## src/rtl/vt4_pkg.sv

```systemverilog
// Shared types and constants for the 4x4 vertex transform engine.
package vt4_pkg;

   localparam int DIM       = 4;
   localparam int NUM_WORDS = DIM * DIM;
   localparam int IDX_W     = $clog2(NUM_WORDS);
   localparam int DATA_W    = 32;
   localparam int Q_SHIFT   = 16;
   localparam int PROD_W    = 2 * DATA_W;
   localparam int TERM_W    = PROD_W - Q_SHIFT;
   localparam int SUM_W     = TERM_W + $clog2(DIM);

   localparam logic signed [SUM_W-1:0] SUM_MAX = SUM_W'(64'sd2147483647);
   localparam logic signed [SUM_W-1:0] SUM_MIN = SUM_W'(-64'sd2147483648);

   typedef enum logic [1:0] {
      OP_LOAD   = 2'd0,
      OP_VECTOR = 2'd1,
      OP_POINT  = 2'd2,
      OP_UNUSED = 2'd3
   } op_type;

   typedef logic signed [DATA_W-1:0] word_type;
   typedef logic signed [TERM_W-1:0] term_type;
   typedef logic [IDX_W-1:0]         index_type;

   typedef word_type matrix_type [NUM_WORDS];
   typedef word_type vec_type    [DIM];
   typedef term_type terms_type  [DIM][DIM];

   // Control that travels alongside the data through each pipeline stage
   typedef struct packed {
      logic valid;
      logic point;
   } stage_ctl_type;

endpackage

```

## src/rtl/vt4_ifs.sv

```systemverilog


interface vt4_rsp_if import vt4_pkg::*; ();
   logic     valid;
   logic     ready;
   word_type res_x;
   word_type res_y;
   word_type res_z;
   word_type res_w;
   logic     was_point;

   modport source (output valid, res_x, res_y, res_z, res_w, was_point, input ready);
   modport sink   (input valid, res_x, res_y, res_z, res_w, was_point, output ready);
endinterface

```

## src/rtl/vt4_sum_stage.sv

```systemverilog
// Sum stage: column sums, saturation to 32 bits and the response register.
module vt4_sum_stage import vt4_pkg::*; (
   input  logic          clock,
   input  logic          reset,
   input  stage_ctl_type ctl,
   input  terms_type     terms,
   output logic          ready,
   vt4_rsp_if.source     rsp_if
);

   logic     valid_ff;
   logic     point_ff;
   vec_type  res_ff;
   vec_type  res_in;

   // Exact column sum, clamped once
   for (genvar j = 0; j < DIM; j++) begin : g_col
      logic signed [SUM_W-1:0] sum;

      assign sum = SUM_W'(terms[0][j]) + SUM_W'(terms[1][j])
                 + SUM_W'(terms[2][j]) + SUM_W'(terms[3][j]);

      always_comb begin
         if (j == DIM - 1 && ctl.point) begin
            res_in[j] = '0;
         end else if (sum > SUM_MAX) begin
            res_in[j] = SUM_MAX[DATA_W-1:0];
         end else if (sum < SUM_MIN) begin
            res_in[j] = SUM_MIN[DATA_W-1:0];
         end else begin
            res_in[j] = sum[DATA_W-1:0];
         end
      end
   end

   assign ready = !valid_ff || rsp_if.ready;

   always_ff @(posedge clock) begin
      if (reset) begin
         valid_ff <= 1'b0;
      end else if (ready) begin
         valid_ff <= ctl.valid;
      end
   end

   always_ff @(posedge clock) begin
      if (ready) begin
         point_ff <= ctl.point;
         res_ff   <= res_in;
      end
   end

   assign rsp_if.valid     = valid_ff;
   assign rsp_if.res_x     = res_ff[0];
   assign rsp_if.res_y     = res_ff[1];
   assign rsp_if.res_z     = res_ff[2];
   assign rsp_if.res_w     = res_ff[3];
   assign rsp_if.was_point = point_ff;

endmodule

```

## src/flat_wrapper.sv

```systemverilog
// flat-port wrapper written by rule: the top's interface ports become plain ports
module vt4_sum_stage_flat import vt4_pkg::*;
  (clock, reset, ctl, terms, ready, rsp_if_valid, rsp_if_res_x, rsp_if_res_y, rsp_if_res_z, rsp_if_res_w, rsp_if_was_point, rsp_if_ready);
  vt4_rsp_if rsp_if_i ();
  input  logic clock;
  input  logic reset;
  input  stage_ctl_type ctl;
  input  terms_type terms;
  output logic ready;
  output wire logic [$bits(rsp_if_i.valid)-1:0] rsp_if_valid;
  output wire logic [$bits(rsp_if_i.res_x)-1:0] rsp_if_res_x;
  output wire logic [$bits(rsp_if_i.res_y)-1:0] rsp_if_res_y;
  output wire logic [$bits(rsp_if_i.res_z)-1:0] rsp_if_res_z;
  output wire logic [$bits(rsp_if_i.res_w)-1:0] rsp_if_res_w;
  output wire logic [$bits(rsp_if_i.was_point)-1:0] rsp_if_was_point;
  input wire logic [$bits(rsp_if_i.ready)-1:0] rsp_if_ready;
  assign rsp_if_valid = rsp_if_i.valid;
  assign rsp_if_res_x = rsp_if_i.res_x;
  assign rsp_if_res_y = rsp_if_i.res_y;
  assign rsp_if_res_z = rsp_if_i.res_z;
  assign rsp_if_res_w = rsp_if_i.res_w;
  assign rsp_if_was_point = rsp_if_i.was_point;
  assign rsp_if_i.ready = rsp_if_ready;
  vt4_sum_stage u_core (.clock(clock), .reset(reset), .ctl(ctl), .terms(terms), .ready(ready), .rsp_if(rsp_if_i));
endmodule
```

## config.mk

```make
export PLATFORM = sky130hd
export DESIGN_NAME = vt4_sum_stage_flat
export DESIGN_NICKNAME = d
export VERILOG_FILES = /design/src/rtl/vt4_pkg.sv /design/src/rtl/vt4_ifs.sv /design/src/rtl/vt4_sum_stage.sv /design/src/flat_wrapper.sv
export SDC_FILE = /design/constraint.sdc
export NUM_CORES = 1
export LEC_CHECK = 0
export BUFFER_PORTS_ARGS = -buffer_cell sky130_fd_sc_hd__buf_4
export CORE_AREA = 2 2 356 358
export CTS_BUF_LIST = sky130_fd_sc_hd__clkbuf_4
export DETAILED_ROUTE_END_ITERATION = 6
export DIE_AREA = 0 0 358 360
export HOLD_SLACK_MARGIN = 0.15
export PLACE_DENSITY_LB_ADDON = 0.08
export SLEW_MARGIN = 10
export SYNTH_ARGS = -nofsm -noshare
export SYNTH_HDL_FRONTEND = slang
export SYNTH_SLANG_ARGS = --single-unit
```

## constraint.sdc

```tcl
create_clock -name clock -period 10.8 [get_ports clock]
set_input_delay 2.7 -clock clock [delete_from_list [all_inputs] [get_ports clock]]
set_output_delay 2.7 -clock clock [all_outputs]
set_load 0.05 [all_outputs]
```

# After elaboration in Yosys (flattened, before gate mapping)
# Cells that the tools add are included.
[word_totals] register_bits=130
[classes] n_addsub=12 n_reduce_logical=3 order_cmp=8 muxes=5
[op_table] op="adder 49 x 48 -> 50 bit" n=4
[op_table] op="adder 50 x 48 -> 50 bit" n=4
[op_table] op="greater-than comparator 50 x 32 -> 1 bit (second input constant)" n=4
[op_table] op="< comparator 50 x 32 -> 1 bit (second input constant)" n=4
[op_table] op="adder 48 x 48 -> 49 bit" n=4
[op_table] op="2-to-1 mux 32 bit" n=4
[op_table] op="2-to-1 mux 31 bit" n=1
[op_table] op="OR reduction 2 bit" n=1
[op_table] op="logical NOT 1 bit" n=1
[op_table] op="logical OR 1 bit" n=1

# Longest topological paths before layout
# Gate-level depths: netlist of the first run.
[logic_depth] ltp_word=6 mapped_depth=20

# Least setup slack after synthesis of the first run
# OpenSTA, ideal clock, no wires.
[synth_path] path_kind="input-to-output" startpoint="in rsp_if_ready" endpoint="out ready" n_path_buf=0 required_time_ns=8.100 path_slack_ns=1.920 arrival_time_ns=6.180 path_stages=1 cell_sequence="nand2b_1"
[synth_via] elab_chain_len=1
[synth_rtl] item="start, declared" line="flat_wrapper.sv:16" text="input wire logic [$bits(rsp_if_i.ready)-1:0] rsp_if_ready;"
[synth_rtl] item="logical OR 1 bit" line="vt4_sum_stage.sv:36" text="assign ready = !valid_ff || rsp_if.ready;"
[synth_rtl] item="end, declared" line="flat_wrapper.sv:9" text="output logic ready;"
# Every way passes these cells.

# Final worst setup path of the first run
[layout_path] startpoint="in terms[529] (netlist name)" endpoint="reg u_core.res_ff, in the netlist u_core.rsp_if.res_x[18] (data pin)"
[layout_via] elab_chain_len=5 elab_cells_between_ends=6
[layout_rtl] item="start, declared" line="flat_wrapper.sv:8" text="input terms_type terms;"
[layout_rtl] item="adder 48 x 48 -> 49 bit (*)" line="vt4_sum_stage.sv:20" text="assign sum = SUM_W'(terms[0][j]) + SUM_W'(terms[1][j])"
[layout_rtl] item="adder 49 x 48 -> 50 bit (*)" line="vt4_sum_stage.sv:21" text="+ SUM_W'(terms[2][j]) + SUM_W'(terms[3][j]);"
[layout_rtl] item="adder 50 x 48 -> 50 bit (*)" line="vt4_sum_stage.sv:21"
[layout_rtl] item="< comparator 50 x 32 -> 1 bit" line="vt4_sum_stage.sv:28" text="end else if (sum < SUM_MIN) begin"
[layout_rtl] item="2-to-1 mux 32 bit" line="vt4_sum_stage.sv:28"
[layout_rtl] item="end signal, assigned" line="vt4_sum_stage.sv:49" text="res_ff <= res_in;"
[layout_rtl] item="end, declared" line="vt4_sum_stage.sv:13" text="vec_type res_ff;"
# Every way passes the cells marked *; elsewhere a longest branch is shown, timed or not.
# A chain may end at the register's enable or synchronous reset.

==> metrics.yaml, run 1 <==
status: "completed"
antenna_left: 0
vias: 27450
hold_viol_final: 0
grtUsageTotal: 0.1902
drtIter0Drc: 1464
worstPathArrival_ns: 8.58
end_kind: "flip-flop"
cts_buffers: 17
ctsResizeCount: 0
die_w_um: 358
ys_seq_area_frac: 0.1350
ys_dominant_reg_cell: "edfxtp_1"
post-route-min-period_ns: 8.106
postCtsHoldBufs: 0
clkSinkCount: 130
grt_pass1_vias: 29005
post-cts-setup-buffer-count: 0
remaining_drc_errors: 0
cts-root-buf: "clkbuf_4"
power_frac_clock: 0.051
setup.worst_path.start_class: "primary input"
grt_overflow: 0
num_rows: 130
synth_nets: 4886
ios: 904
powerDensity_mw_per_mm2: 216.1
pwr-share-seq: 0.130
min_path_type: "flip-flop to flip-flop"
p_leak_nw: 18.93
grt_pass1_wl_um: 183700
post_synth.cell_area_avg_um2: 8.172
dieHeight_um: 360
p_sw_mw: 4.730
portBuffers: 903
post-place-ws_ns: 1.741
start_util: 0.2309
max-cap-violations: 0
yosys_register_bits: 130
tightest_slew_ns: 1.186
fmax_mhz: 123.4
h-tree-depth: 4
p_int_mw: 3.395
dp_hpwl_um: 110500
ys_warn_count: 0
wl_um: 124200
worst-path-max-fanout: 31
finClkSkew_ns: 0.03445
viasPerCell: 4.561
drtPass1Iterations: 5
die_area_mm2: 0.1289
synth_area_mm2: 0.02884
routedWlPerCell_um: 20.64
hold_slack_ns: 0.9029
setup_ws_ns: 2.694
synth_cell_types: 93
worstSetupPathType: "primary input to flip-flop"
fin_crit_sh: 0.7505
synth_edf_count: 129
reg2reg_depth: 2
swShare: 0.5821
holdPathStages: 2
grt_max_degree: 61
ys_async_sr_fraction: 0
antenna_found_initial: 3
max-clock-path-buffers: 2
rsz0062_at_grt: "false"
post_route_cells_drive_above_1_share: 0.2300
max-slew-margin-rel: 0.1886
area_growth_pct: 30.39
report.final.slew_viol_count: 0
design.core.area_mm2: 0.1249
cp_data_required_time_ns: 11.28
path_clk_slew_ns: 0.16
setup_violations: 0
syn_inst: 3529
gp_congestion: 0.8555
fin_setup_tns_ns: 0
layout.nets: 5705
worstSkewPairLatency_ns: 0.78
power_frac_comb: 0.819
cts_tree: "yes"
max-vdd-ir-drop_mv: 0.1073
-- power by group through the flow --
stage / combinational, mW / clock (mW) / sequential (mW)
after global placement: 6.73 / 0 / 1.07
after CTS: 6.72 / 0.445 / 1.06
after floorplan: 3.60 / 0 / 1.88
final: 6.66 / 0.416 / 1.05
after global routing: 7.30 / 0.456 / 1.08
after detailed placement: 6.68 / 0 / 1.07
-- metal layers --
layer | track usage | vias up | share of wire
li1 | - | 13192 | -
met1 | 0.2379 | 13441 | 0.42
met2 | 0.3450 | 767 | 0.51
met3 | 0.03321 | 50 | 0.057
met4 | 0.02609 | 0 | 0.0098
met5 | 0 | - | 0
-- cell usage after synthesis (78+ instances only) --
master | n | area (um^2)
clkbuf_1 | 87 | 326.6
inv_1 | 947 | 3555
nor2_1 | 156 | 585.6
o21ai_0 | 200 | 1001
a21oi_1 | 225 | 1126
xnor2_1 | 85 | 744.5
fa_1 | 388 | 7767
xor2_1 | 78 | 683.2
nand2_1 | 191 | 716.9
edfxtp_1 | 129 | 3874
nand3_1 | 97 | 485.5
ha_1 | 196 | 2452
-- cell type report --
type / instances / area, um^2
Timing Repair Buffer: 921 / 6914
Multi-Input combinational cell: 2331 / 20860
Tap cell: 1650 / 2064
Antenna cell: 8 / 20.02
Inverter: 947 / 3555
Clock inverter: 13 / 152.6
Sequential cell: 130 / 3894
Clock buffer: 19 / 142.6
Fill cell: 13759 / 87320
-- stage by stage --
stage / power (mW) / utilization / area (um^2) / instances
2_1_floorplan: 5.477 / - / 28840 / 3529
3_3_place_gp: 7.801 / 0.2985 / 37290 / 5979
3_5_place_dp: 7.752 / 0.2985 / 37290 / 5979
4_1_cts: 8.228 / 0.3009 / 37580 / 6011
5_1_grt: 8.836 / 0.3010 / 37600 / 6018
6_report: 8.125 / 0.3010 / 37600 / 6019
-- registers in the layout (all words and copies together), names as in the netlist --
name and count:
u_core.rsp_if.was_point 1, u_core.rsp_if.res_x 32, u_core.rsp_if.res_w 32, u_core.rsp_if.valid 1, u_core.rsp_if.res_y 32, u_core.rsp_if.res_z 32
-- worst max-delay path, cell delays in order --
cell and delay (ns):
buf_4 0.11, inv_1 0.09, fa_1 0.46, fa_1 0.53
inv_1 0.04, ha_1 0.23, inv_1 0.08, fa_1 0.21
nor2b_1 0.07, o311a_1 0.37, a2111oi_0 1.02, nor3_1 0.25
nor4b_1 0.34, nor3b_1 0.12, a2111oi_0 0.34, nand4b_1 0.14
nor4_1 0.33, a41o_1 0.92, o21ai_0 0.21
-- kinds of logic after synthesis --
family,synth area share
buffers and inverters,0.1422
AND/OR/NAND/NOR,0.1258
adder cells (fa/ha/maj),0.3544
multiplexers,0.004035
AO/OA/AOI/OAI,0.1885
XOR/XNOR,0.05007
flip-flops,0.1350
-- path summary, 6_finish.rpt --
kind / start / to / slack [ns]
worst max-delay path: terms[529] / u_core.rsp_if.res_x[18] / 2.69
worst min register to register: u_core.rsp_if.valid / u_core.rsp_if.valid / 0.90
worst max register to register: u_core.rsp_if.valid / u_core.rsp_if.res_z[29] / 8.78
worst min-delay path: u_core.rsp_if.valid / u_core.rsp_if.valid / 0.90
-- cell usage in the layout (no fill, tap or decap), drive strengths merged, types with 20 or more instances in the layout --
master / Yosys / layout
a211oi: 35 / 35
nor3: 42 / 42
nor2: 156 / 156
a31oi: 22 / 22
o211ai: 62 / 62
xnor2: 86 / 86
o21a: 24 / 24
and3: 29 / 29
a21o: 72 / 72
xor2: 78 / 78
nand3: 97 / 97
nand2: 191 / 191
nor4: 20 / 20
buf: 30 / 921
nand2b: 23 / 23
ha: 196 / 196
fa: 388 / 388
o21bai: 29 / 29
edfxtp: 129 / 129
nand4: 65 / 65
o21ai: 242 / 242
inv: 947 / 951
a21oi: 225 / 225
Note: power is estimated with default switching activity, not from simulation.
==> inputs of run 2 (changes only) <==
==> constraint.sdc (replaced) <==
create_clock -name clock -period 7.6 [get_ports clock]
set_input_delay 1.9 -clock clock [delete_from_list [all_inputs] [get_ports clock]]
set_output_delay 1.9 -clock clock [all_outputs]
set_load 0.05 [all_outputs]
==> metrics.yaml, run 2 (same netlist as run 1, synthesis figures left out) <==
fin_setup_tns_ns: 0
portBuffers: 903
start_util: 0.2309
die_area_mm2: 0.1289
area_growth_pct: 31.53
r2r_start: "u_core.rsp_if.valid"
min_path_type: "flip-flop to flip-flop"
grtUsageTotal: 0.1910
vias: 27600
worstPathArrival_ns: 7.20
remaining_drc_errors: 0
layout_commonest_cell: "inv_1"
wl_um: 125100
timing.rr.end: "u_core.rsp_if.res_z[20]"
postCtsHoldBufs: 0
post-cts-setup-buffer-count: 0
tightest_slew_ns: 1.073
viasPerCell: 4.563
ios: 904
worst-path-max-fanout: 31
end_kind: "flip-flop"
finClkSkew_ns: 0.01668
status: "completed"
cp_data_required_time_ns: 8.20
clkSinkCount: 130
max-cap-violations: 0
powerDensity_mw_per_mm2: 309.1
setup_ws_ns: 1.007
final_cell_mix: "947 x inv_1, 943 x buf_4, 388 x fa_1"
hold_viol_final: 0
fin_crit_sh: 0.8675
layout.nets: 5736
holdPathEnd: "u_core.rsp_if.valid"
max-vdd-ir-drop_mv: 0.1332
post-place-ws_ns: 0.3222
design.core.area_mm2: 0.1249
min_from: "u_core.rsp_if.valid"
post-route-min-period_ns: 6.593
holdPathStages: 2
drtPass1Iterations: 5
die_w_um: 358
fmax_mhz: 151.7
rsz0062_at_grt: "false"
reg2reg_depth: 2
worstSetupPathType: "primary input to flip-flop"
report.final.slew_viol_count: 0
fin_util: 0.3037
dp_hpwl_um: 110900
cts_tree: "yes"
antenna_left: 0
gp_congestion: 0.8732
max-clock-path-buffers: 2
cts-root-buf: "clkbuf_4"
path_clk_slew_ns: 0.15
grt_pass1_vias: 29404
cts_buffers: 17
antenna_found_initial: 4
totalPowerFinal_mw: 11.73
dieHeight_um: 360
grt_pass1_wl_um: 183900
ctsResizeCount: 0
setup.worst_path.start_class: "primary input"
routedWlPerCell_um: 20.68
setup_violations: 0
max-slew-margin-rel: 0.2757
grt_max_degree: 48
num_rows: 130
post_route_cells_drive_above_1_share: 0.2352
p_leak_nw: 19.11
hold_slack_ns: 1.150
grt_overflow: 0
h-tree-depth: 4
worstSkewPairLatency_ns: 0.75
r2r_slack_ns: 5.47
drtIter0Drc: 1407
## run 2: cell count changes in the layout (fill, tap and decap cells not counted), sizes merged
cell and delta:
clkinvlp -1, inv +1, buf +31, clkbuf -2
diode -2, clkinv +2
## run 2: layout make-up
class	count	area [um^2]
Inverter	947	3555
Clock inverter	15	156.4
Multi-Input combinational cell	2331	20860
Timing Repair Buffer	952	7259
Antenna cell	6	15.01
Clock buffer	17	127.6
Tap cell	1650	2064
Fill cell	13703	86990
Sequential cell	130	3894
## run 2: per-layer routing
metal	track usage	wire, um
met5	0	0
met4	0.02880	1480
met3	0.03265	6570
met2	0.3467	64310
met1	0.2381	52710
## run 2: per-stage QoR
step / cells / area (um^2)
after floorplan: 3529 / 28840
after global placement: 6010 / 37630
after detailed placement: 6010 / 37630
after CTS: 6042 / 37920
after global routing: 6047 / 37930
final: 6048 / 37930
## run 2: how the worst max path moves through the flow
| stage | startpoint | to | slack (ns) | depth (start not counted) |
|---|---|---|---|---|
| after floorplan | rsp_if_ready | ready | 0.32 | 1 |
| final | terms[241] | u_core.rsp_if.res_z[8] | 1.01 | 20 |
| after CTS | terms[97] | u_core.rsp_if.res_y[13] | 1.20 | 20 |
| after detailed placement | terms[97] | u_core.rsp_if.res_y[15] | 0.32 | 20 |
| after global placement | terms[97] | u_core.rsp_if.res_y[30] | 0.34 | 20 |
| after global routing | terms[49] | u_core.rsp_if.res_z[3] | 0.82 | 20 |
## run 2: critical path, stage by stage
cell and delay (ns):
buf_4 0.11, inv_1 0.07, fa_1 0.45, fa_1 0.53, inv_1 0.05, ha_1 0.23
inv_1 0.08, fa_1 0.20, nand2b_1 0.14, a21oi_1 0.17, o21ai_0 0.68, a21oi_1 0.19
nor4b_2 0.58, o211ai_1 0.21, nand2_1 0.12, xor2_1 0.08, or4_1 0.53, o41a_1 0.38
buf_4 0.26, o21ai_1 0.20
## run 2: power breakdown
| part | total, mW | switching, mW | internal [mW] |
|---|---|---|---|
| clock network | 0.584 | 0.386 | 0.199 |
| logic | 9.64 | 6.22 | 3.42 |
| registers | 1.50 | 0.163 | 1.34 |
==> inputs of run 3 (changes only) <==
--- a/config.mk
+++ b/config.mk
@@ -6,10 +6,11 @@
 export NUM_CORES = 1
 export LEC_CHECK = 0
 export BUFFER_PORTS_ARGS = -buffer_cell sky130_fd_sc_hd__buf_4
-export CORE_AREA = 2 2 356 358
+export CORE_AREA = 2 2 349 351
 export CTS_BUF_LIST = sky130_fd_sc_hd__clkbuf_4
+export CTS_CLUSTER_DIAMETER = 200
 export DETAILED_ROUTE_END_ITERATION = 6
-export DIE_AREA = 0 0 358 360
+export DIE_AREA = 0 0 351 353
 export HOLD_SLACK_MARGIN = 0.15
 export PLACE_DENSITY_LB_ADDON = 0.08
 export SLEW_MARGIN = 10
==> constraint.sdc (replaced) <==
create_clock -name clock -period 5.4 [get_ports clock]
set_input_delay 1.35 -clock clock [delete_from_list [all_inputs] [get_ports clock]]
set_output_delay 1.35 -clock clock [all_outputs]
set_load 0.05 [all_outputs]
==> metrics.yaml, run 3 (same netlist as run 1, synthesis figures left out) <==
finClkSkew_ns: 0.04531
die_w_um: 351
fillCellCount: 13002
die_area_mm2: 0.1239
power_frac_comb: 0.851
h-tree-depth: 4
portBuffers: 903
grtUsageTotal: 0.1954
rsz0062_at_grt: "true"
final_cell_mix: "1643 x buf_4, 934 x inv_1, 378 x fa_1"
start_util: 0.2391
viasPerCell: 4.430
layout.nets: 6457
grt_pass1_vias: 31805
num_rows: 128
swShare: 0.5133
gp_congestion: 0.8751
power_frac_clock: 0.046
tightest_slew_ns: 0.7074
postCtsHoldBufs: 0
grt.met2_usage: 0.3485
cts_tree: "yes"
drtPass1Iterations: 6
p_sw_mw: 10.49
post_route_cells_drive_above_1_share: 0.3865
dp_hpwl_um: 109400
powerDensity_mw_per_mm2: 455.0
drtIter0Drc: 1314
totalPowerFinal_mw: 20.43
path_clk_slew_ns: 0.16
worstPathArrival_ns: 6.06
use_met3: 0.03287
post-place-ws_ns: -1.055
status: "complete, but fails checks"
busiest_layer: "met2"
grt_overflow: 0
met1_usage: 0.2468
antenna_left: 0
clkSinkCount: 130
fmax_mhz: 182.2
grt_pass1_wl_um: 184900
max-clock-path-buffers: 2
post-route-min-period_ns: 5.489
max-slew-margin-rel: 0.5284
p_int_mw: 9.945
design.core.area_mm2: 0.1206
report.final.slew_viol_count: 0
routedWlPerCell_um: 18.48
final_cell_area_mm2: 0.04491
cts_buffers: 17
dieHeight_um: 353
remaining_drc_errors: 0
grt_max_degree: 43
r2r_slack_ns: 2.98
antenna_found_initial: 5
cts-root-buf: "clkbuf_4"
end_kind: "flip-flop"
area_growth_pct: 55.71
worstSetupPathType: "primary input to flip-flop"
pwr-share-seq: 0.102
cp_data_required_time_ns: 5.98
setup_ws_ns: -0.08911
max-vdd-ir-drop_mv: 0.1891
wl_um: 124500
worstSkewPairLatency_ns: 0.75
worst-path-max-fanout: 8
vias: 29860
setup_violations: 20
hold_viol_final: 0
dpl_cell_area_mm2: 0.04338
setup.worst_path.start_class: "primary input"
failed_checks: "setup timing"
ios: 904
fin_crit_sh: 1.017
min_path_type: "primary input to flip-flop"
max-cap-violations: 0
layout_commonest_cell: "buf_4"
p_leak_nw: 22.86
[run 3: power groups by stage]
stage          logic [mW]  registers, mW  clock network, mW
4_1_cts              16.7           2.10              0.997
5_1_grt              18.9           2.14               1.02
3_3_place_gp         16.6           2.12                  0
3_5_place_dp         16.5           2.12                  0
6_report             17.4           2.09              0.947
2_1_floorplan        7.64           3.75                  0
[run 3: critical path: stages]
cell and delay, ns:
buf_4 0.09, clkinvlp_4 0.15, fa_1 0.53, fa_2 0.60
buf_12 0.10, inv_1 0.03, ha_2 0.32, a21oi_1 0.15
o21ai_1 0.12, o2111ai_2 0.27, nand2_1 0.16, a211oi_4 0.38
o41ai_4 0.15, a2111oi_1 0.38, nor3_1 0.13, nand2b_1 0.16
o41a_1 0.45, buf_6 0.16, buf_12 0.14, o31ai_4 0.20
[run 3: repair_timing]
action / in CTS / in global routing
setup endpoints to repair: 40 / 124
buffers inserted: 1 / 19
gates cloned: 0 / 11
resized for setup: 20 / 167
pin swaps: 5 / 58
[run 3: worst paths after layout]
| path | from | to | depth (start not counted) |
|---|---|---|---|
| worst max-delay path | terms[151] | u_core.rsp_if.res_x[5] | 20 |
| worst min-delay path | reset | u_core.rsp_if.valid | 2 |
| worst max register to register | u_core.rsp_if.valid | u_core.rsp_if.res_w[9] | 3 |
| worst min register to register | u_core.rsp_if.valid | u_core.rsp_if.valid | 2 |
[run 3: layout make-up]
type | instances | area, um^2 | share of cell area
diodes | 2 | 5.005 | 0.0001114
clock buffers | 18 | 135.1 | 0.003009
clock inverters | 14 | 212.7 | 0.004737
inverters | 947 | 3577 | 0.07966
multi-input cells | 2331 | 22140 | 0.4931
flip-flops and latches | 130 | 3894 | 0.08671
well taps | 1625 | 2033 | 0.04528
repair buffers | 1673 | 12910 | 0.2874
[run 3: per-stage QoR]
stage	TNS, ns	hold slack [ns]	utilization	instances
floorplan	-9.086	1.419	-	3529
global placement	-105.05	0.9961	0.3597	6675
detailed placement	-107.68	0.9907	0.3597	6675
CTS	0	0.5811	0.3637	6708
global route	-3.733	0.6295	0.3724	6740
finish	-0.5242	0.7316	0.3724	6740
[run 3: per-layer routing]
metal | up-vias | part of all wire
met5 | - | 0.00010
met2 | 748 | 0.50
li1 | 14686 | -
met3 | 65 | 0.053
met4 | 2 | 0.013
met1 | 14359 | 0.43
