**src/rtl/vt4_pkg.sv**
```systemverilog
// Shared types and constants for the 4x4 vertex transform engine.
package vt4_pkg;

   localparam int DIM       = 4;
   localparam int NUM_WORDS = DIM * DIM;
   localparam int IDX_W     = $clog2(NUM_WORDS);
   localparam int DATA_W    = 32;
   localparam int Q_SHIFT   = 16;
   localparam int PROD_W    = 2 * DATA_W;
   localparam int TERM_W    = PROD_W - Q_SHIFT;
   localparam int SUM_W     = TERM_W + $clog2(DIM);

   localparam logic signed [SUM_W-1:0] SUM_MAX = SUM_W'(64'sd2147483647);
   localparam logic signed [SUM_W-1:0] SUM_MIN = SUM_W'(-64'sd2147483648);

   typedef enum logic [1:0] {
      OP_LOAD   = 2'd0,
      OP_VECTOR = 2'd1,
      OP_POINT  = 2'd2,
      OP_UNUSED = 2'd3
   } op_type;

   typedef logic signed [DATA_W-1:0] word_type;
   typedef logic signed [TERM_W-1:0] term_type;
   typedef logic [IDX_W-1:0]         index_type;

   typedef word_type matrix_type [NUM_WORDS];
   typedef word_type vec_type    [DIM];
   typedef term_type terms_type  [DIM][DIM];

   // Control that travels alongside the data through each pipeline stage
   typedef struct packed {
      logic valid;
      logic point;
   } stage_ctl_type;

endpackage

```
**src/rtl/vt4_matrix_regs.sv**
```systemverilog
// Matrix word store: sixteen Q16.16 words, one write port, every word visible.
module vt4_matrix_regs import vt4_pkg::*; (
   input  logic       clock,
   input  logic       reset,
   input  logic       write_en,
   input  index_type  write_index,
   input  word_type   write_value,
   output matrix_type matrix
);

   matrix_type words_ff;
   matrix_type words_in;

   // Next value: one word replaced on a load
   always_comb begin
      words_in = words_ff;
      if (write_en) begin
         words_in[write_index] = write_value;
      end
   end

   always_ff @(posedge clock) begin
      if (reset) begin
         for (int k = 0; k < NUM_WORDS; k++) begin
            words_ff[k] <= '0;
         end
      end else begin
         words_ff <= words_in;
      end
   end

   assign matrix = words_ff;

endmodule

```
**config.mk**
```make
export PLATFORM = sky130hd
export DESIGN_NAME = vt4_matrix_regs
export DESIGN_NICKNAME = d
export VERILOG_FILES = /design/src/rtl/vt4_pkg.sv /design/src/rtl/vt4_matrix_regs.sv
export SDC_FILE = /design/constraint.sdc
export NUM_CORES = 1
export LEC_CHECK = 0
export BUFFER_PORTS_ARGS = -buffer_cell sky130_fd_sc_hd__buf_4
export CORE_AREA = 4 4 304 246
export CTS_CLUSTER_DIAMETER = 200
export DETAILED_ROUTE_END_ITERATION = 12
export DIE_AREA = 0 0 308 250
export GPL_ROUTABILITY_DRIVEN = 0
export PLACE_DENSITY = 0.51
export SLEW_MARGIN = 20
export SYNTH_ARGS = -nofsm -noshare
export SYNTH_HDL_FRONTEND = slang
export SYNTH_SLANG_ARGS = --single-unit
```
**constraint.sdc**
```tcl
create_clock -name clock -period 1.9 [get_ports clock]
set_clock_uncertainty 0.15 [all_clocks]
set_input_delay 0 -clock clock [delete_from_list [all_inputs] [get_ports clock]]
set_output_delay 0 -clock clock [all_outputs]
set_load 0.05 [all_outputs]
```
-- After elaboration in Yosys (flattened, before gate mapping)
Index checks and enable logic that the tools add are counted.
- memories: 0
- register bits after elaboration: 512
- word-level logic and storage cells: 23
- memory bits (read-only): 0
- latch bits: 0
- output and inout bits: 512
- memory bits (writable): 0
- $lt $le $gt $ge: 2
- shift operators: 0
- muxes and demuxes: 3
- divide/modulo/power cells: 0
- equal/unequal tests: 0
- bitwise gates (word level): 1
- multiply operators: 0
- $add $sub $neg: 0
- reductions and logical operators: 1
- operators with widths (operator ; number):
    $bwmux W512 ; 1
    $demux W32 S4 ; 1
    $mux W32 ; 1
    $ge A5 B5 Y1 const B ; 1
    $lt A5 B1 Y1 const B ; 1
    $not A4 Y5 ; 1
    $logic_and A1 B1 Y1 ; 1

-- Longest topological paths before layout
Gate-level depths: netlist (run 1).
- depth after elaboration: 6
- gate-level depth with buffers: 6

-- Worst setup path before layout (run 1)
No wires, ideal clock.
- path type: input to register
- start point: in write_index[1]
- end point: reg words_ff, in the netlist matrix[485]
- buffers on the path: 3
- stages on the path: 6
- required time: 1678 ps
- arrival time: 946 ps
- path slack: 733 ps
- cells stage by stage: buf_4 -> nor2_2 -> and2_1 -> buf_6 -> buf_12 -> mux2i_1
- word-level cells in the longest chain between the ends: 6
- elaborated cells on any way between the ends: 7
- ends and longest elaborated chain (element ; line ; source):
    start, declared ; vt4_matrix_regs.sv:6 ; input index_type write_index,
    $not A4 Y5 (implied by the code) (*) ; vt4_matrix_regs.sv:18 ; words_in[write_index] = write_value;
    $ge A5 B5 Y1 (implied by the code) or $lt A5 B1 Y1 (tied branches) ; vt4_matrix_regs.sv:18 ;
    $logic_and A1 B1 Y1 (implied by the code) ; vt4_matrix_regs.sv:18 ;
    $mux W32 (implied by the code) ; vt4_matrix_regs.sv:18 ;
    $demux W32 S4 (*) ; vt4_matrix_regs.sv:18 ;
    $bwmux W512 (*) ; vt4_matrix_regs.sv:18 ;
    end signal, assigned ; vt4_matrix_regs.sv:28 ; words_ff <= words_in;
    end, declared ; vt4_matrix_regs.sv:11 ; matrix_type words_ff;
Every way passes the cells marked *; elsewhere a longest branch is shown, timed or not.
A chain may end at the register's enable or synchronous reset.

-- Worst setup path after layout (run 1)
- start point: in write_index[0]
- end point: reg words_ff, in the netlist matrix[383]
Same word-level chain as after synthesis.

==> results of run 1 <==
==> synth_stat cells (all sizes together) <==
library cell	instances
nor2	1
dfxtp	512
nor2b	2
nor3b	1
and3b	2
and3	1
buf	83
mux2i	512
and2	2
nand2	12
nand3	4
nand2b	544
clkbuf	96
==> cell type report <==
cell class	count	area [sq um]	share of cell area
Clock buffer	84	1698	0.06208
Clock inverter	18	225.2	0.008235
Multi-Input combinational cell	1081	8721	0.3189
Sequential cell	512	10250	0.3748
Tap cell	945	1182	0.04323
Timing Repair Buffer	660	5273	0.1928
==> power by group <==
| part | internal, mW | switching, mW | total, mW |
|---|---|---|---|
| logic | 0.714 | 1.22 | 1.93 |
| clock network | 6.82 | 4.54 | 11.4 |
| registers | 10.9 | 0.0827 | 11.0 |
==> layer usage <==
layer | up-vias | GRT usage | routed length (um)
li1 | 6857 | - | -
met1 | 6969 | 0.2108 | 29120
met2 | 374 | 0.2996 | 33640
met3 | 112 | 0.04887 | 4632
met4 | 0 | 0.05501 | 2159
met5 | - | 0 | 0
==> per-stage QoR <==
stage,hold slack (ns),std cells
5_1_grt,0.1885,3300
6_report,0.1904,3300
2_1_floorplan,0.1178,1772
3_3_place_gp,0.2005,3159
3_5_place_dp,0.2204,3159
4_1_cts,0.1170,3300
==> worst paths after layout <==
| check | end | cells after the start |
|---|---|---|
| worst max register to register | matrix[187] | 2 |
| worst min register to register | matrix[496] | 2 |
| worst max-delay path | matrix[383] | 7 |
| worst min-delay path | matrix[57] | 4 |
==> worst max-delay path, stage by stage <==
cell and delay [ns]:
dlygate4sd3_1 0.59, buf_4 0.19, nor2_2 0.21, dlygate4sd3_1 0.64, nand2_2 0.08, buf_12 0.20, mux2i_1 0.16
==> logic make-up (layout without fill, tap and decap cells) <==
kind of cell	after synthesis	in the layout	synth area share
buffers and inverters	179	762	0.04804
multiplexers	512	512	0.2572
flip-flops	512	512	0.5144
AND/OR/NAND/NOR	569	569	0.1803
==> timing repair <==
item | in CTS | in global routing
resized for setup | 0 | 0
hold buffers | 39 | 0
endpoints found under the hold margin | 512 | 0
==> results by group, run 1 <==
Floorplanning
  • # IOs: 551
  • Die W: 308 um
  • Initial Util: 0.2780
  • Core Rows: 88
  • Core box area: 71680 sq um
  • Die area: 77000 sq um
  • Die H: 250 um

Placement
  • Dpl hpwl: 47840 um
  • Pre-CTS setup slack: 0.3354 ns
  • Placed inst area: 25040 sq um
  • Port bufs: 550

Cells and area
  • Share of cells above drive strength 1: 0.3104
  • Fin util: 0.3815
  • # diodes: 0
  • Most frequent cells in the layout: 603 x buf_4, 544 x nand2b_1, 512 x mux2i_1, 512 x dfxtp_1, 57 x clkbuf_16
  • Largest register FFs: 512
  • Fin nets: 2350
  • Fillers: 6977
  • Area Overhead vs Synth: 37.26%
  • Design Area, Final: 27350 sq um
  • Commonest non-fill, non-tap cell in the layout: buf_4

Synth
  • Cells after synthesis: 1772
  • Yosys cell types: 19
  • #FFs+latches synth: 512
  • Mapped cell area: 19920 sq um
  • Register area share after synthesis: 0.5144
  • Area contributors post-synth: dfxtp_1 51%, mux2i_1 26%, nand2b_1 17%, clkbuf_1 1.8%, buf_4 1.3%
  • Post-synthesis area per instance: 11.24 sq um
  • Syn_nets: 1811
  • Synth top area share: 0.5144
  • Cell taking the most area after synthesis: dfxtp_1
  • YS warnings: 0

Setup path
  • FF-to-FF Start: matrix[187]
  • Setup crit start: write_index[0]
  • Critical path launch point type: input pin
  • Internal reg-to-reg setup slack: 1.07 ns
  • Critical Path Fanout Max: 32
  • Worst setup path category: input pin to register
  • CP Capture Type: register
  • CP Data Arrival Time: 2.14 ns
  • WP data required: 2.21 ns

Power
  • Overall Power: 24.25 mW
  • Leakage: 14.18 nW
  • IR drop worst, VDD: 0.5506 mV
  • Power per cell area: 886.6 nW/um^2

Route
  • DR iter-0 viols: 613
  • WL per Instance: 21.08 um
  • Via count: 14312
  • Pre-antenna DRT Iters: 4
  • Drt drc: 0
  • Post-Route WL: 69560 um
  • Via density: 4.337
  • Post-route ant nets: 0

CTS
  • Post-CTS setup buffer count: 0
  • Total CTS buffers: 56
  • Worst skew pair latency: 0.58 ns
  • Clock root buffer: clkbuf_16
  • Clock transition at path regs: 0.06 ns
  • CTS max path bufs: 3
  • H-tree levels: 2
  • CTS Sinks: 512
  • CTS tree: yes

Run status
  • Status: complete, no violations

GRT
  • Total track usage: 0.1743
  • Pin count of the biggest net entering global routing: 79
  • Vias in the first global route: 14970
  • First-pass GRT wire length: 101800 um
  • Initial antenna violation count: 0
  • GR Overflow Total: 0

STA
  • Final Hold Vio Count: 0
  • Relative slew slack: 0.5298
  • Setup TNS Final: 0 ns
  • # setup viols final: 0
  • Least-Margin Pin Slew: 0.7054 ns
  • Setup ws final: 0.06345 ns
  • Tcrit/Tclk final: 0.9666
  • F_max: 544.5 MHz
  • Final Max Slew Viols: 0
  • Final min period: 1.837 ns
  • Unrepaired setup endpoints after global routing: false

Worst hold path
  • Worst Hold Launch: write_value[25]
  • Worst min path class: input pin to register

Flow run
  • Max Cap Viol: 0
Note: power is estimated with default switching activity, not from simulation.
==> run 2, diff against run 1 <==
==> constraint.sdc (replaced) <==
create_clock -name clock -period 2.1 [get_ports clock]
set_clock_uncertainty 0.15 [all_clocks]
set_input_delay 0 -clock clock [delete_from_list [all_inputs] [get_ports clock]]
set_output_delay 0 -clock clock [all_outputs]
set_load 0.05 [all_outputs]
==> run 2 against run 1 <==
Against the previous run:
- die area is the same
- core utilization is 0.054 points lower
- via count down 0.55%
- global-route usage is 0.20 points lower
- sequential power fell by 9.9%
- sequential share of layout area grew 0.053 points
- hold slack worse by 0.12 ns
- critical endpoint is now matrix[494]
- largest cell class unchanged
- highest routed layer unchanged
==> results by group, run 2 (synthesized netlist as in run 1, its figures left out) <==
Run status
  • Status: complete, no violations (unchanged)

STA
  • Final Max Slew Viols: 0 (unchanged)
  • Setup TNS Final: 0 ns (unchanged)
  • Final min period: 1.982 ns
  • Final Hold Vio Count: 0 (unchanged)
  • Unrepaired setup endpoints after global routing: false (unchanged)
  • Least-Margin Pin Slew: 0.7992 ns (was 0.7054 ns)
  • Tcrit/Tclk final: 0.9438
  • F_max: 504.5 MHz
  • Worst hold margin: 0.07338 ns (was 0.1904 ns)
  • Relative slew slack: 0.4672 (was 0.5298)
  • # setup viols final: 0 (unchanged)

Cells and area
  • Most frequent cells in the layout: 599 x buf_4, 544 x nand2b_1, 512 x mux2i_1, 512 x dfxtp_1, 55 x clkbuf_16 (was 603 x buf_4, 544 x nand2b_1, 512 x mux2i_1, 512 x dfxtp_1, 57 x clkbuf_16)
  • Largest register FFs: 512 (unchanged)
  • Share of cells above drive strength 1: 0.3098 (was 0.3104)
  • Area Overhead vs Synth: 37.07% (was 37.26%)
  • Commonest non-fill, non-tap cell in the layout: buf_4 (unchanged)
  • Finished Layout Cells: 3301 (was 3300)
  • # diodes: 0 (unchanged)
  • Fin nets: 2351 (was 2350)

Floorplanning
  • Die H: 250 um (unchanged)
  • Die area: 77000 sq um (unchanged)
  • Core box area: 71680 sq um (unchanged)
  • Die W: 308 um (unchanged)
  • # IOs: 551 (unchanged)
  • Initial Util: 0.2780 (unchanged)
  • Core Rows: 88 (unchanged)

Route
  • Post-route ant nets: 0 (unchanged)
  • Via density: 4.312 (was 4.337)
  • Pre-antenna DRT Iters: 5 (was 4)
  • DR iter-0 viols: 580 (was 613)
  • WL per Instance: 21.04 um (was 21.08 um)
  • Post-Route WL: 69450 um (was 69560 um)
  • Via count: 14233 (was 14312)
  • Drt drc: 0 (unchanged)

CTS
  • Clock transition at path regs: 0.06 ns (about the same)
  • Total CTS buffers: 54 (was 56)
  • CTS tree: yes (unchanged)
  • Clock root buffer: clkbuf_16 (unchanged)
  • Post-CTS setup buffer count: 0 (unchanged)
  • H-tree levels: 2 (unchanged)
  • CTS max path bufs: 3 (unchanged)
  • CTS Sinks: 512 (unchanged)
  • Worst skew pair latency: 0.59 ns (was 0.58 ns)

Power
  • Overall Power: 21.53 mW (was 24.25 mW)
  • IR drop worst, VDD: 0.4235 mV (was 0.5506 mV)
  • Leakage: 14.15 nW (was 14.18 nW)
  • Power per cell area: 788.4 nW/um^2 (was 886.6 nW/um^2)

Placement
  • Placed Instances: 3154 (was 3159)
  • Dpl hpwl: 47390 um (was 47840 um)
  • Port bufs: 550 (unchanged)

Setup path
  • WP data required: 2.43 ns (was 2.21 ns)
  • Critical Path Fanout Max: 19 (was 32)
  • CP most frequent cell: dlygate4sd3_1 (unchanged)
  • Critical R2R Capture: matrix[46] (was matrix[187])
  • CP Capture Type: register (unchanged)
  • CP Data Arrival Time: 2.31 ns (was 2.14 ns)
  • Largest stage delay, worst path: 0.68 ns (was 0.64 ns)
  • Critical path launch point type: input pin (unchanged)
  • CP Depth: 6 (was 7)
  • Crit-path cells: dlygate4sd3_1 -> buf_8 -> nand2b_1 -> dlygate4sd3_1 -> mux2i_1 -> dlygate4sd3_1 (was dlygate4sd3_1 -> buf_4 -> nor2_2 -> dlygate4sd3_1 -> nand2_2 -> buf_12 -> mux2i_1)
  • CP max stage cell: dlygate4sd3_1 (unchanged)
  • R2R cell count: 3 (was 2)
  • CP top delay family: buffers and inverters (unchanged)
  • Worst setup path category: input pin to register (unchanged)
  • FF-to-FF Start: matrix[46] (was matrix[187])
  • WP buf/inv: 4 (unchanged)
  • Internal reg-to-reg setup slack: 0.83 ns (was 1.07 ns)

GRT
  • Vias in the first global route: 14735 (was 14970)
  • Pin count of the biggest net entering global routing: 84 (was 79)
  • Initial antenna violation count: 0 (unchanged)
  • First-pass GRT wire length: 100500 um (was 101800 um)
  • Total track usage: 0.1723 (was 0.1743)
  • GR Overflow Total: 0 (unchanged)

Flow run
  • Max Cap Viol: 0 (unchanged)

Worst hold path
  • Worst Hold Launch: write_en (was write_value[25])
  • Hold Path Sink: matrix[473] (was matrix[57])
  • Hold path depth: 4 (unchanged)
  • Worst min path class: input pin to register (unchanged)
==> run 2: worst reg2reg max path, cell delays in order, from the launching register on <==
cell           delay (ns)
dfxtp_1              0.33
nand2b_1             0.05
dlygate4sd3_1        0.55
mux2i_1              0.12
==> run 2: stage by stage <==
step,util,cell area (sq um),setup WS (ns)
floorplan,-,19920,0.9326
global placement,0.3486,24990,0.5524
detailed placement,0.3486,24990,0.5498
CTS,0.3809,27300,0.02637
global route,0.3810,27310,0.04086
finish,0.3810,27310,0.1179
==> run 2: worst max-delay path by stage <==
stage,slack (ns),startpoint,endpoint
2_1_floorplan,0.93,write_index[1],matrix[485]
3_3_place_gp,0.55,write_index[0],matrix[351]
3_5_place_dp,0.55,write_index[0],matrix[325]
4_1_cts,0.03,write_index[0],matrix[14]
5_1_grt,0.04,reset,matrix[110]
6_report,0.12,reset,matrix[494]
==> run 2: what timing repair did <==
| item | 4_1_cts | 5_1_grt |
|---|---|---|
| setup endpoints to repair | 0 | 1 |
| gates resized for setup | 0 | 1 |
| endpoints found under the hold margin | 512 | 0 |
| hold buffers | 47 | 0 |
==> run 2: routing by layer <==
metal  GRT usage  wire length [um]  up-vias  share of wire
met1      0.2087             29510     6922           0.42
met5           0                 0        -              0
met3     0.05023              4691       93          0.068
li1            -                 -     6855              -
met4     0.05153              1772        0          0.026
met2      0.2958             33480      363           0.48
==> run 2: area by class of cell <==
class,count,area [sq um]
Multi-Input combinational cell,1081,8721
Tap cell,945,1182
Clock inverter,26,271.5
Sequential cell,512,10250
Clock buffer,74,1567
Fill cell,7081,44370
Timing Repair Buffer,663,5319
==> run 2: power breakdown <==
part | internal (mW) | switching, mW
sequential | 9.84 | 0.0758
clock | 5.72 | 4.15
combinational | 0.637 | 1.10
total | 16.2 | 5.33
==> run 3, diff against run 2 <==
--- a/config.mk
+++ b/config.mk
@@ -5,13 +5,14 @@
 export SDC_FILE = /design/constraint.sdc
 export NUM_CORES = 1
 export LEC_CHECK = 0
+export ABC_AREA = 1
 export BUFFER_PORTS_ARGS = -buffer_cell sky130_fd_sc_hd__buf_4
-export CORE_AREA = 4 4 304 246
+export CORE_AREA = 4 4 304 247
 export CTS_CLUSTER_DIAMETER = 200
 export DETAILED_ROUTE_END_ITERATION = 12
-export DIE_AREA = 0 0 308 250
+export DIE_AREA = 0 0 308 251
 export GPL_ROUTABILITY_DRIVEN = 0
-export PLACE_DENSITY = 0.51
+export PLACE_DENSITY = 0.52
 export SLEW_MARGIN = 20
 export SYNTH_ARGS = -nofsm -noshare
 export SYNTH_HDL_FRONTEND = slang
==> constraint.sdc (replaced) <==
create_clock -name clock -period 1.7 [get_ports clock]
set_clock_uncertainty 0.15 [all_clocks]
set_input_delay 0 -clock clock [delete_from_list [all_inputs] [get_ports clock]]
set_output_delay 0 -clock clock [all_outputs]
set_load 0.05 [all_outputs]
==> run 3 against run 2 <==
Against the previous run:
- the flow now finishes with violations (negative hold slack)
- non-clock buffer count rose by 94
- sequential cell count did not move
- critical path type unchanged
- critical path depth did not move
- core utilization rose by 1.7 points
- combinational power rose by 100%
- global-route usage rose by 3.9 points
- final cell count rose by 37%
- area after synthesis rose by 0.45%
- routed wire length rose by 24%
- first-iteration DRC count rose to 2.5 times the previous value
- sequential power rose by 25%
- clock power rose by 18%
==> results by group, run 3 <==
Run status
  • Status: finished, violations left (was complete, no violations)
  • Failing checks: negative hold slack

Synth
  • #FFs+latches synth: 512 (unchanged)
  • Top-count cell post-synth: nor2_1 (was nand2b_1)
  • Register area share after synthesis: 0.5122 (was 0.5144)
  • Syn_nets: 2992 (was 1811)
  • Cell taking the most area after synthesis: dfxtp_1 (unchanged)
  • Dominant synthesized flop cell: dfxtp_1 (unchanged)
  • EDFF count, synth: 0 (unchanged)
  • Most common library cells after synthesis: 1036 x nor2_1, 806 x nand2_1, 512 x dfxtp_1 (was 544 x nand2b_1, 512 x dfxtp_1, 512 x mux2i_1)
  • Area contributors post-synth: dfxtp_1 51%, nor2_1 19%, nand2_1 15%, nand4_1 4.0%, inv_1 2.6% (was dfxtp_1 51%, mux2i_1 26%, nand2b_1 17%, clkbuf_1 1.8%, buf_4 1.3%)
  • Cells after synthesis: 2953 (was 1772)
  • Yosys cell types: 15 (was 19)
  • Share of synthesized registers carrying an async set or reset: 0 (unchanged)
  • Mapped cell area: 20010 sq um (was 19920 sq um)
  • Synth top area share: 0.5122 (was 0.5144)
  • Post-synthesis area per instance: 6.777 sq um (was 11.24 sq um)
  • YS warnings: 0 (unchanged)

Cells and area
  • Most frequent cells in the layout: 1024 x nor2_1, 806 x nand2_1, 607 x buf_4, 512 x dfxtp_1, 136 x inv_1 (was 599 x buf_4, 544 x nand2b_1, 512 x mux2i_1, 512 x dfxtp_1, 55 x clkbuf_16)
  • Fin nets: 3583 (was 2351)
  • Area Overhead vs Synth: 42.60% (was 37.07%)
  • Commonest non-fill, non-tap cell in the layout: nor2_1 (was buf_4)
  • Largest register FFs: 512 (unchanged)
  • Share of cells above drive strength 1: 0.2086 (was 0.3098)
  • # diodes: 0 (unchanged)

Route
  • DR iter-0 viols: 1465 (was 580)
  • Drt drc: 0 (unchanged)
  • Post-Route WL: 86380 um (was 69450 um)
  • Via density: 4.426 (was 4.312)
  • Via count: 20030 (was 14233)
  • WL per Instance: 19.09 um (was 21.04 um)
  • Pre-antenna DRT Iters: 5 (unchanged)
  • Post-route ant nets: 0 (unchanged)

CTS
  • Clock transition at path regs: 0.06 ns (about the same)
  • CTS tree: yes (unchanged)
  • Clock root buffer: clkbuf_16 (unchanged)
  • H-tree levels: 2 (unchanged)
  • CTS Sinks: 512 (unchanged)
  • Worst skew pair latency: 0.58 ns (was 0.59 ns)
  • CTS max path bufs: 3 (unchanged)
  • Total CTS buffers: 55 (was 54)

Worst hold path
  • Hold path depth: 6 (was 4)
  • Worst min path class: input pin to register (unchanged)

Setup path
  • Critical Path Fanout Max: 4 (was 19)
  • CP Data Arrival Time: 1.95 ns (was 2.31 ns)
  • CP Capture Type: register (unchanged)
  • WP data required: 2.03 ns (was 2.43 ns)
  • Critical path launch point type: input pin (unchanged)
  • Worst setup path category: input pin to register (unchanged)
  • R2R cell count: 5 (was 3)

Power
  • Leakage: 13.58 nW (was 14.15 nW)
  • Overall Power: 27.65 mW (was 21.53 mW)
  • IR drop worst, VDD: 0.5087 mV (was 0.4235 mV)
  • Power per cell area: 968.9 nW/um^2 (was 788.4 nW/um^2)

Flow run
  • Max Cap Viol: 0 (unchanged)

STA
  • F_max: 616.0 MHz
  • Final Max Slew Viols: 0 (unchanged)
  • Final min period: 1.623 ns
  • Relative slew slack: 0.5079 (was 0.4672)
  • # setup viols final: 0 (unchanged)
  • Least-Margin Pin Slew: 0.7357 ns (was 0.7992 ns)
  • Tcrit/Tclk final: 0.9549
  • Worst hold margin: -0.003210 ns (was 0.07338 ns)
  • Final Hold Vio Count: 8 (was 0)
  • Unrepaired setup endpoints after global routing: false (unchanged)
  • Setup TNS Final: 0 ns (unchanged)

GRT
  • Vias in the first global route: 18321 (was 14735)
  • First-pass GRT wire length: 124000 um (was 100500 um)
  • GR Overflow Total: 0 (unchanged)
  • Total track usage: 0.2116 (was 0.1723)
  • Initial antenna violation count: 2 (was 0)
  • Pin count of the biggest net entering global routing: 97 (was 84)

Floorplanning
  • Core Rows: 88 (unchanged)
  • Core box area: 71680 sq um (unchanged)
  • Die H: 251 um (was 250 um)
  • Die area: 77310 sq um (was 77000 sq um)
  • Initial Util: 0.2792 (was 0.2780)
  • # IOs: 551 (unchanged)
  • Die W: 308 um (unchanged)

Placement
  • Dpl hpwl: 56340 um (was 47390 um)
  • Port bufs: 550 (unchanged)
## run 3: final timing paths
| check | startpoint | end | slack [ns] |
|---|---|---|---|
| max | write_value[31] | matrix[127] | 0.08 |
| min | write_en | matrix[133] | -0.003 |
| max reg2reg | matrix[118] | matrix[118] | 0.34 |
| min reg2reg | matrix[277] | matrix[277] | 0.32 |
## run 3: area by class of cell
class	count	area, sq um
sequential	512	10250
tap	945	1182
multi-input combinational	2080	8416
clock inverter	13	140.1
clock buffer	81	1565
timing repair buffer	757	6460
inverter	138	525.5
fill	7542	43140
## run 3: cells by family after synthesis
logic type	count (synthesis)	synth area share
flip-flops	512	0.5122
AND/OR/NAND/NOR	2080	0.4153
buffers and inverters	361	0.07259
## run 3: layer usage
layer | wire, um | share of wire | global-route usage | vias up
met5 | 13 | 0.00015 | 0 | -
met4 | 2799 | 0.032 | 0.07081 | 2
met3 | 5361 | 0.062 | 0.03993 | 135
met2 | 39550 | 0.46 | 0.3431 | 592
met1 | 38660 | 0.45 | 0.2839 | 9135
li1 | - | - | - | 10166
## run 3: timing repair
action | 4_1_cts | 5_1_grt
gates resized for setup | 0 | 5
setup buffers | 0 | 1
endpoints found under the hold margin | 512 | 68
endpoints found under the setup margin | 0 | 38
hold buffers | 116 | 3
## run 3: power breakdown
| part | total [mW] | internal [mW] | leakage (nW) | switching [mW] |
|---|---|---|---|---|
| Sequential | 12.4 | 12.3 | 4.14 | 0.155 |
| Clock | 11.7 | 6.64 | 0.833 | 5.06 |
| Combinational | 3.54 | 1.01 | 8.60 | 2.53 |
| Total | 27.7 | 19.9 | 13.6 | 7.74 |
## run 3: through the flow
stage / hold slack [ns] / std cells / util / instance area, sq um / setup slack, ns
2_1_floorplan: -0.01508 / 2953 / - / 20010 / 0.5009
3_3_place_gp: 0.1176 / 4312 / 0.3562 / 25530 / 0.08484
3_5_place_dp: 0.1197 / 4312 / 0.3562 / 25530 / 0.08213
4_1_cts: 0.009437 / 4522 / 0.3968 / 28440 / 0.04475
5_1_grt: 0.007269 / 4526 / 0.3981 / 28540 / 0.02570
6_report: -0.003210 / 4526 / 0.3981 / 28540 / 0.07662
## run 3: worst max-delay path, cell delays in order
cell	delay (ns)
dlygate4sd3_1	0.55
buf_4	0.15
nor2_1	0.09
dlygate4sd3_1	0.56
nor2_1	0.05
dlygate4sd3_1	0.55
